--- config.mk ---
export PLATFORM = sky130hd
export DESIGN_NAME = batched_ewma_latency_tracker_top
export DESIGN_NICKNAME = d
export VERILOG_FILES = /design/src/hdl/bewma_pkg.sv /design/src/hdl/bewma_mul.sv /design/src/hdl/batched_ewma_latency_tracker_top.sv
export SDC_FILE = /design/constraint.sdc
export NUM_CORES = 2
export LEC_CHECK = 0
export BUFFER_PORTS_ARGS = -buffer_cell sky130_fd_sc_hd__buf_2
export CAP_MARGIN = 20
export CORE_ASPECT_RATIO = 1.75
export CORE_MARGIN = 5
export CORE_UTILIZATION = 55
export CTS_CLUSTER_SIZE = 24
export DETAILED_ROUTE_END_ITERATION = 10
export PLACE_DENSITY = 0.72
export SETUP_SLACK_MARGIN = 0.02
export SLEW_MARGIN = 30
export SYNTH_ARGS = -nofsm -noshare
export SYNTH_HDL_FRONTEND = slang
export SYNTH_SLANG_ARGS = --single-unit
--- constraint.sdc ---
create_clock -name i_clk -period 10.9 [get_ports i_clk]
set_clock_uncertainty 0.1 [all_clocks]
set_input_delay 2.18 -clock i_clk [delete_from_list [all_inputs] [get_ports i_clk]]
set_output_delay 2.18 -clock i_clk [all_outputs]
set_load 0.01 [all_outputs]
--- src/hdl/bewma_pkg.sv ---
`timescale 1ns / 1ps

package bewma_pkg;

    localparam int FRAC_BITS  = 16;
    localparam int MAX_COUNT  = 255;
    localparam int MS_W       = 27;
    localparam int CNT_W      = 8;
    localparam int ALPHA_W    = 17;
    localparam int Q_W        = MS_W + FRAC_BITS;
    localparam int W_W        = FRAC_BITS + 1;
    localparam int STEP_W     = $clog2(MAX_COUNT + 1);
    localparam int CFG_IDX_W  = 1;
    localparam int CFG_DATA_W = 27;
    localparam int DIV_STEPS  = Q_W;
    localparam int DIV_CNT_W  = $clog2(DIV_STEPS + 1);
    localparam int MUL_B_W    = 16;
    localparam int MUL_CNT_W  = 2;

    localparam logic [MS_W-1:0] LIMIT_MS = MS_W'(24 * 60 * 60 * 1000);
    localparam logic [W_W-1:0]  ONE_Q    = W_W'(1) << FRAC_BITS;

    localparam logic [CFG_IDX_W-1:0] REG_ALPHA = 1'd0;
    localparam logic [CFG_IDX_W-1:0] REG_INIT  = 1'd1;

    typedef enum logic [3:0] {
        ST_IDLE,
        ST_POW,
        ST_POW_WAIT,
        ST_DIV,
        ST_AVG0,
        ST_AVG1,
        ST_DEV0,
        ST_DEV1,
        ST_OUT
    } t_state;

    // control from the sequencer to the multiply unit
    typedef struct packed {
        logic             start;
        logic [Q_W-1:0]   a;
        logic [W_W-1:0]   w;
    } t_mul_req;

    typedef struct packed {
        logic             done;
        logic [Q_W+W_W-1:0] prod;
    } t_mul_rsp;

endpackage

--- src/hdl/bewma_mul.sv ---
`timescale 1ns / 1ps

// Shared multiplier: a (Q_W bits) times w (W_W bits), 16 bits of a per cycle.
module bewma_mul (
    input  logic                i_clk,
    input  logic                i_rst_n,
    input  bewma_pkg::t_mul_req i_req,
    output bewma_pkg::t_mul_rsp o_rsp
);
    import bewma_pkg::*;

    localparam int NCHUNK = (Q_W + MUL_B_W - 1) / MUL_B_W;
    localparam int A_PAD  = NCHUNK * MUL_B_W;
    localparam int P_W    = Q_W + W_W;
    // room for a partial product placed at the top chunk before it is shifted down
    localparam int ACC_W  = A_PAD + W_W;

    logic [A_PAD-1:0]     r_a, n_a;
    logic [W_W-1:0]       r_w, n_w;
    logic [ACC_W-1:0]     r_acc, n_acc;
    logic [MUL_CNT_W-1:0] r_cnt, n_cnt;
    logic                 r_busy, n_busy;
    logic                 r_done, n_done;
    logic [MUL_B_W+W_W-1:0] w_part;

    assign w_part = r_a[MUL_B_W-1:0] * r_w;

    always_comb begin
        n_a    = r_a;
        n_w    = r_w;
        n_acc  = r_acc;
        n_cnt  = r_cnt;
        n_busy = r_busy;
        n_done = 1'b0;
        if (i_req.start) begin
            n_a    = A_PAD'(i_req.a);
            n_w    = i_req.w;
            n_acc  = '0;
            n_cnt  = '0;
            n_busy = 1'b1;
        end else if (r_busy) begin
            // shift-and-add one 16-bit chunk per cycle, low chunk first
            n_acc = (r_acc >> MUL_B_W)
                  + (ACC_W'(w_part) << (MUL_B_W * (NCHUNK - 1)));
            n_a   = r_a >> MUL_B_W;
            n_cnt = r_cnt + MUL_CNT_W'(1);
            if (r_cnt == MUL_CNT_W'(NCHUNK - 1)) begin
                n_busy = 1'b0;
                n_done = 1'b1;
            end
        end
    end

    always_ff @(posedge i_clk) begin
        if (!i_rst_n) begin
            r_busy <= 1'b0;
            r_done <= 1'b0;
            r_cnt  <= '0;
        end else begin
            r_busy <= n_busy;
            r_done <= n_done;
            r_cnt  <= n_cnt;
        end
        r_a   <= n_a;
        r_w   <= n_w;
        r_acc <= n_acc;
    end

    assign o_rsp.done = r_done;
    assign o_rsp.prod = r_acc[P_W-1:0];

endmodule

--- src/hdl/batched_ewma_latency_tracker_top.sv ---
`timescale 1ns / 1ps

// Batched EWMA latency tracker. Each word on the input channel is a batch
// (summed time in ms, sample count); each produces exactly one result word
// holding the integer running average, the integer mean absolute deviation
// and an accepted flag. Batches of 86400000 ms or more, or with a count of
// zero, leave the state alone and report accepted = 0. One shared multiplier
// (16 bits of operand per cycle; it loads the operands, works through three
// 16-bit chunks and then reports the product) computes (1-alpha)^count over
// count steps and then the four blend products; a restoring divider takes
// one quotient bit per cycle for total/count. The input is not ready while a
// batch is in work.
// Configuration writes (index 0 alpha, index 1 initial average) are taken
// only while idle; writing the initial average reloads the running average.
module batched_ewma_latency_tracker_top (
    input  logic                       i_clk,
    input  logic                       i_rst_n,
    input  logic                       i_valid,
    output logic                       o_ready,
    input  logic [bewma_pkg::MS_W-1:0]  i_total_time_ms,
    input  logic [bewma_pkg::CNT_W-1:0] i_sample_count,
    output logic                       o_valid,
    input  logic                       i_ready,
    output logic [bewma_pkg::MS_W-1:0]  o_average_ms,
    output logic [bewma_pkg::MS_W-1:0]  o_deviation_ms,
    output logic                       o_accepted,
    input  logic                       i_cfg_valid,
    output logic                       o_cfg_ready,
    input  logic [bewma_pkg::CFG_IDX_W-1:0]  i_cfg_index,
    input  logic [bewma_pkg::CFG_DATA_W-1:0] i_cfg_data
);
    import bewma_pkg::*;

    t_state r_state, n_state;

    logic [ALPHA_W-1:0] r_alpha;
    logic [Q_W-1:0]     r_avg, r_dev;
    logic [MS_W-1:0]    r_total;
    logic [CNT_W-1:0]   r_count;
    logic [STEP_W-1:0]  r_steps;
    logic [W_W-1:0]     r_p;
    logic [Q_W-1:0]     r_quo;
    logic [CNT_W:0]     r_rem;
    logic [Q_W-1:0]     r_num;
    logic [DIV_CNT_W-1:0] r_dcnt;
    logic [Q_W+W_W-1:0] r_sum;
    logic               r_acc;
    logic               r_mul_go;

    t_mul_req w_req;
    t_mul_rsp w_rsp;

    logic [W_W-1:0] w_oma, w_beta;
    logic [Q_W-1:0] w_err;
    logic [CNT_W:0] w_rem_sh;
    logic           w_ok;

    bewma_mul u_mul (
        .i_clk   (i_clk),
        .i_rst_n (i_rst_n),
        .i_req   (w_req),
        .o_rsp   (w_rsp)
    );

    // saturate alpha at one
    assign w_oma  = (r_alpha > ALPHA_W'(ONE_Q)) ? '0 : ONE_Q - W_W'(r_alpha);
    assign w_beta = ONE_Q - r_p;
    assign w_err  = (r_quo >= r_avg) ? r_quo - r_avg : r_avg - r_quo;
    assign w_rem_sh = {r_rem[CNT_W-1:0], r_num[Q_W-1]};
    assign w_ok   = (i_total_time_ms < LIMIT_MS) && (i_sample_count != '0);

    assign o_ready     = (r_state == ST_IDLE);
    assign o_cfg_ready = (r_state == ST_IDLE);

    // next state
    always_comb begin
        n_state = r_state;
        case (r_state)
            ST_IDLE: begin
                if (i_valid) n_state = w_ok ? ST_POW : ST_OUT;
            end
            ST_POW: begin
                n_state = (r_steps == '0) ? ST_DIV : ST_POW_WAIT;
            end
            ST_POW_WAIT: begin
                if (w_rsp.done) n_state = ST_POW;
            end
            ST_DIV: begin
                if (r_dcnt == '0) n_state = ST_AVG0;
            end
            ST_AVG0: begin
                if (w_rsp.done) n_state = ST_AVG1;
            end
            ST_AVG1: begin
                if (w_rsp.done) n_state = ST_DEV0;
            end
            ST_DEV0: begin
                if (w_rsp.done) n_state = ST_DEV1;
            end
            ST_DEV1: begin
                if (w_rsp.done) n_state = ST_OUT;
            end
            ST_OUT: begin
                if (i_ready) n_state = ST_IDLE;
            end
            default: n_state = ST_IDLE;
        endcase
    end

    // multiplier operands: issue on entry to each product state
    always_comb begin
        w_req.start = r_mul_go;
        w_req.a     = '0;
        w_req.w     = '0;
        case (r_state)
            ST_POW_WAIT: begin
                w_req.a = Q_W'(r_p);
                w_req.w = w_oma;
            end
            ST_AVG0: begin
                w_req.a = r_avg;
                w_req.w = r_p;
            end
            ST_AVG1: begin
                w_req.a = r_quo;
                w_req.w = w_beta;
            end
            ST_DEV0: begin
                w_req.a = r_dev;
                w_req.w = r_p;
            end
            ST_DEV1: begin
                w_req.a = w_err;
                w_req.w = w_beta;
            end
            default: begin
                w_req.a = '0;
                w_req.w = '0;
            end
        endcase
    end

    assign o_valid        = (r_state == ST_OUT);
    assign o_average_ms   = r_avg[Q_W-1:FRAC_BITS];
    assign o_deviation_ms = r_dev[Q_W-1:FRAC_BITS];
    assign o_accepted     = r_acc;

    always_ff @(posedge i_clk) begin
        if (!i_rst_n) begin
            r_state  <= ST_IDLE;
            r_alpha  <= ALPHA_W'(6554);
            r_avg    <= '0;
            r_dev    <= '0;
            r_acc    <= 1'b0;
            r_mul_go <= 1'b0;
        end else begin
            r_state  <= n_state;
            r_mul_go <= 1'b0;
            case (r_state)
                ST_IDLE: begin
                    if (i_cfg_valid) begin
                        if (i_cfg_index == REG_ALPHA)
                            r_alpha <= i_cfg_data[ALPHA_W-1:0];
                        else if (i_cfg_index == REG_INIT)
                            r_avg <= {i_cfg_data[MS_W-1:0], FRAC_BITS'(0)};
                    end
                    if (i_valid) begin
                        r_acc   <= w_ok;
                        r_total <= i_total_time_ms;
                        r_count <= i_sample_count;
                        r_steps <= (32'(i_sample_count) > MAX_COUNT)
                                 ? STEP_W'(MAX_COUNT) : STEP_W'(i_sample_count);
                        r_p     <= ONE_Q;
                    end
                end
                ST_POW: begin
                    if (r_steps != '0) begin
                        r_steps  <= r_steps - STEP_W'(1);
                        r_mul_go <= 1'b1;
                    end else begin
                        // prime the divider: numerator total<<F
                        r_num  <= {r_total, FRAC_BITS'(0)};
                        r_rem  <= '0;
                        r_quo  <= '0;
                        r_dcnt <= DIV_CNT_W'(DIV_STEPS - 1);
                    end
                end
                ST_POW_WAIT: begin
                    if (w_rsp.done) r_p <= W_W'(w_rsp.prod >> FRAC_BITS);
                end
                ST_DIV: begin
                    // one restoring quotient bit per cycle
                    if (w_rem_sh >= {1'b0, r_count}) begin
                        r_rem <= w_rem_sh - {1'b0, r_count};
                        r_quo <= {r_quo[Q_W-2:0], 1'b1};
                    end else begin
                        r_rem <= w_rem_sh;
                        r_quo <= {r_quo[Q_W-2:0], 1'b0};
                    end
                    r_num  <= r_num << 1;
                    r_dcnt <= r_dcnt - DIV_CNT_W'(1);
                    if (r_dcnt == '0) r_mul_go <= 1'b1;
                end
                ST_AVG0: begin
                    if (w_rsp.done) begin
                        r_sum    <= w_rsp.prod;
                        r_mul_go <= 1'b1;
                    end
                end
                ST_AVG1: begin
                    if (w_rsp.done) begin
                        r_avg    <= Q_W'((r_sum + w_rsp.prod) >> FRAC_BITS);
                        r_mul_go <= 1'b1;
                    end
                end
                ST_DEV0: begin
                    if (w_rsp.done) begin
                        r_sum    <= w_rsp.prod;
                        r_mul_go <= 1'b1;
                    end
                end
                ST_DEV1: begin
                    if (w_rsp.done)
                        r_dev <= Q_W'((r_sum + w_rsp.prod) >> FRAC_BITS);
                end
                default: begin
                    r_mul_go <= 1'b0;
                end
            endcase
        end
    end

endmodule

Word-level counts from Yosys, hierarchy flattened:

Cells that the tools add are included.
Widths: inputs -> output; s select.

* register bits after elaboration: 457
* input bits: 68
* logic and storage cells: 129

* add/subtract/negate cells: 10
* multiply operators: 1
* magnitude comparators: 4
* eq/ne operators: 21
* mux-type cells: 44
* bitwise gates (word level): 3
* reductions and logical operators: 25

Operators by type and width (number)
* $mux 43: 8
* $pmux 60 s5: 1
* $pmux 43 s2: 3
* $sub 43x43->43: 2
* $add 49x65->65: 1
* $add 59x59->59: 1
* $mux 17: 3
* $ge 43x43->1: 1
* $mux 4: 9
* $pmux 4 s9: 1
* $pmux 17 s2: 1
* $sub 17x17->17 const A: 2
* $mul 16x17->33: 1
* $mux 8: 4
* $pmux 8 s2: 2
* $lt 27x27->1 const B: 1
* $gt 17x17->1 const B: 1
* $eq 4x3->1 const B: 4
* $reduce_bool 8->1: 2
* $ne 2x1->1 const B: 7
* $pmux 6 s2: 1
* $reduce_and 3->1: 4
* $reduce_and 4->1: 3
* $ne 2x2->1 const B: 5
* 22 further kinds: 40

Depth between registers and ports, before layout:

* depth in word-level cells: 5
* gate-level depth with buffers: 31
* mapped depth without buffers: 30

Cells and area by module:

Synthesis repeated with hierarchy kept, for this count alone.

* cells, all modules: 4223
* area, all modules: 38100.3 um^2

By module, submodules not included
* batched_ewma_latency_tracker_top: times used 1, cells each 2560, area each 22514.1 um^2
* bewma_mul: times used 1, cells each 1663, area each 15586.2 um^2

Worst setup path after synthesis:

OpenSTA, ideal clock, no wires.

* kind: register to register
* from: register u_mul.r_a[9]
* to: register u_mul.r_acc[62]
* setup time: 0.129 ns
* data arrival time: 7.133 ns
* data required time: 10.671 ns
* slack: 3.538 ns
* stages on the path, launching flop included: 29
* buffers on the path: 2
* period minus slack after synthesis: 7.362 ns
* path through: edfxtp_1 -> clkbuf_1 -> clkbuf_1 -> nand2_1 -> fa_1 -> inv_1 -> fa_1 -> inv_1 -> fa_1 -> inv_1 -> fa_1 -> fa_1 -> inv_1 -> fa_1 -> inv_1 -> ha_1 -> nand2_1 -> a211o_2 -> a31oi_4 -> nor2_1 -> xnor2_1 -> ha_1 -> o21a_1 -> o31a_1 -> o2111ai_1 -> or4_4 -> nor4b_4 -> or3_2 -> a31oi_1

* word-level cells in the longest chain between the ends: 2

Ends and longest elaborated chain
* from (decl): line bewma_mul.sv:18 `logic [A_PAD-1:0] r_a, n_a;`
* from (signal assigned): line bewma_mul.sv:64 `r_a <= n_a;`
* $mul 16x17->33: line bewma_mul.sv:26 `assign w_part = r_a[MUL_B_W-1:0] * r_w;`
* $add 49x65->65: line bewma_mul.sv:44 `+ (ACC_W'(w_part) << (MUL_B_W * (NCHUNK - 1)));`
* to (signal assigned): line bewma_mul.sv:66 `r_acc <= n_acc;`
* to (decl): line bewma_mul.sv:20 `logic [ACC_W-1:0] r_acc, n_acc;`

No other way between the ends.
A chain may end at the register's enable or synchronous reset.

Worst setup path after layout:

* from: register u_mul.r_w[4]
* to: register u_mul.r_acc[64]

* word-level cells in the longest chain between the ends: 2

Ends and longest elaborated chain
* from (decl): line bewma_mul.sv:19 `logic [W_W-1:0] r_w, n_w;`
* from (signal assigned): line bewma_mul.sv:65 `r_w <= n_w;`
* $mul 16x17->33: line bewma_mul.sv:26
* $add 49x65->65: line bewma_mul.sv:44

No other way between the ends.

==> flow_summary_export.csv <==
group,metric,value,unit
clock_tree,ctsResizeCount,0,
sta,finalCriticalPeriod,8.14,ns
floorplan,initial_core_util,55.5,%
setup_path,setup.worst_path.start,"u_mul.r_w[4]",
sta,fin_tns_setup,0,ns
setup_path,setup.worst_path.end_class,"register",
sta,hold_viol,0,
layout,syn_to_final_growth,6.70,%
clock_tree,hold_buffers,0,
setup_path,max_stage_delay,0.71,ns
floorplan,core-area,66500,sq um
global_routing,gr-max-usage-layer,"met2",
setup_path,cp_slowest_cell,"nor4_1",
global_routing,grt_usage,33.7,%
floorplan,io_pins,126,
floorplan,die_w,206,microns
layout,drive_above_1_share,7.30,%
synth,syn_nets,4715,
drt,ant_nets,0,
synth,ys_seq_area_share,31.1,%
layout,final_cell_mix,"nand2_1 (508), inv_1 (396), nor2_1 (332)",
clock_tree,clock_latency,0.60,ns
setup_path,r2r-start,"u_mul.r_w[4]",
sta,setup_viol,0,
synth,ys.flop_type,"edfxtp_1",
sta,post-route-period-util,74.7,%
place,io_buffers,125,
global_routing,met2_usage,58.1,%
setup_path,reg2reg_depth,28,
place,gp_congestion,1.06,
setup_path,start_kind,"register",
hold_path,min_path_cells,2,
synth,syn_area,36900,sq um
drt,drt-pass1-iter-count,6,
sta,maxSlewViolCount,0,
clock_tree,cts-root-buf,"clkbuf_16",
synth,synth_edf_count,263,
sta,worst_pin_slew,1.01,ns
clock_tree,clockBufferDepth,3,
clock_tree,htree_levels,2,
setup_path,critPathMaxFanout,16,
outcome,outcome,"finished, final reports clean",
sta,relSlewSlack,32.8,%
drt,drt_iter0_drc,2734,
setup_path,crit_required,11.31,ns
drt,route.detailed.drc,0,
floorplan,dieArea,72600,sq um
layout,layout_commonest_cell,"nand2_1",
global_routing,grt_pass1_vias,31000,
clock_tree,post_cts_buffers,0,
global_routing,grt_first_pass_wirelength,187,mm
synth,yosys_warnings,0,
place,dpl.hpwl,99.7,mm
synth,yosysTopAreaCellShare,21.4,%
global_routing,grt_util_met1,35.8,%
global_routing,grt_use_met3,4.19,%
sta,max_clock_freq,123,MHz
synth,syn_inst,4157,
sta,rsz0062_at_grt,"false",
clock_tree,numCtsBuffers,42,
clock_tree,cts.sinks,441,
floorplan,die_h,353,microns
clock_tree,path_clk_slew,0.07,ns
drt,wl_per_cell,24.9,microns
synth,synth_top_area_cell,"edfxtp_1",
synth,synthArstFlopShare,0,%
floorplan,floorplan.rows,125,
drt,routed_wl,125,mm
global_routing,grt_overflow_total,0,
global_routing,grt_start_max_net_pins,81,
setup_path,reg2reg_slack,2.76,ns
flow_run,cap_violations,0,
setup_path,cp_common_cell,"fa_1",
layout,fin_nets,4660,
setup_path,cp-endpoint,"u_mul.r_acc[64]",
hold_path,hold_path_startpoint,"r_dev[3]",
drt,vias_per_cell,6.20,
drt,vias,31200,
synth,syn_avg_cell_area,8.88,sq um
synth,synth_seq_cells,441,
clock_tree,cts_tree,"yes",
synth,synth_cell_types,92,
synth,synthTopCellsByArea,"edfxtp_1 (21%), fa_1 (11%), dfxtp_1 (9.7%), ha_1 (9.4%), nand2_1 (5.2%)",
setup_path,path_class,"reg2reg",
global_routing,antenna_found_initial,7,
setup_path,r2r_end,"u_mul.r_acc[64]",
setup_path,critPathArrivalTime,8.55,ns
hold_path,hold_class,"reg2reg",
## sequential cells by signal, summed over array words and instances, names as in the netlist, 27 cells and up
register	cells
r_avg	43
r_total	27
r_quo	43
r_dev	43
u_mul.r_acc	65
u_mul.r_a	43
r_sum	59
r_num	27
## critical path: cells and delay by family, from the launching register on
family                   cells  cell delay (ns)
flip-flops                   1             0.63
XOR/XNOR                     2             0.34
adder cells (fa/ha/maj)      8             3.74
buffers and inverters        4             0.19
AND/OR/NAND/NOR              8             2.02
AO/OA/AOI/OAI                6             1.03
## worst min-delay path by stage
stage	to
detailed placement	r_dev[15]
floorplan	r_dev[11]
global route	r_dev[7]
CTS	r_dev[1]
finish	r_dev[3]
global placement	r_dev[11]
## per-layer routing
metal	vias to the layer above	wire [microns]
li1	14200	-
met1	15100	41800
met2	1362	61300
met3	482	7500
met4	4	14600
met5	-	25
## through the flow
step / std cells / hold WS [ns] / area [sq um] / setup WS, ns / utilization, %
2_1_floorplan: 4157 / 0.332 / 36900 / 3.54 / -
3_3_place_gp: 4946 / 0.344 / 37800 / 2.94 / 56.8
3_5_place_dp: 4946 / 0.347 / 37800 / 2.85 / 56.9
4_1_cts: 5023 / 0.355 / 39300 / 2.84 / 59.2
5_1_grt: 5026 / 0.376 / 39400 / 2.46 / 59.2
6_report: 5027 / 0.357 / 39400 / 2.76 / 59.2
## cells by family (layout without fill, tap and decap cells)
logic type | count (synthesis) | after routing | share of synthesized area [%]
AO/OA/AOI/OAI | 960 | 960 | 16.9
XOR/XNOR | 173 | 173 | 4.11
adder cells (fa/ha/maj) | 490 | 490 | 20.9
buffers and inverters | 663 | 641 | 7.43
flip-flops | 441 | 441 | 31.1
multiplexers | 117 | 117 | 3.20
other | 0 | 3 | 0
AND/OR/NAND/NOR | 1313 | 1313 | 16.4
## cells in the mapped netlist, types with 37 or more instances
master,n
a21o_1,114
nand3_1,69
xor2_1,84
nor3_1,46
nand2_1,511
edfxtp_1,263
clkbuf_1,183
nor2_1,335
inv_1,397
nand4_1,41
dfxtp_1,178
a31oi_1,37
ha_1,278
xnor2_1,89
o21ai_0,151
buf_4,57
and3_1,39
and2_1,140
o22ai_1,47
mux2i_1,111
a21oi_1,292
a211oi_1,45
fa_1,212
## area by class of cell
cell class,count,area (sq um)
well taps,889,1110
fillers,5958,27100
multi-input cells,3053,22800
repair buffers,166,957
clock inverters,22,319
inverters,398,1490
clock buffers,55,1220
flip-flops and latches,441,11500
diodes,3,7.51
Power is not shown: default switching activity piles up to over one toggle a cycle in this logic, so the estimate is an artifact.
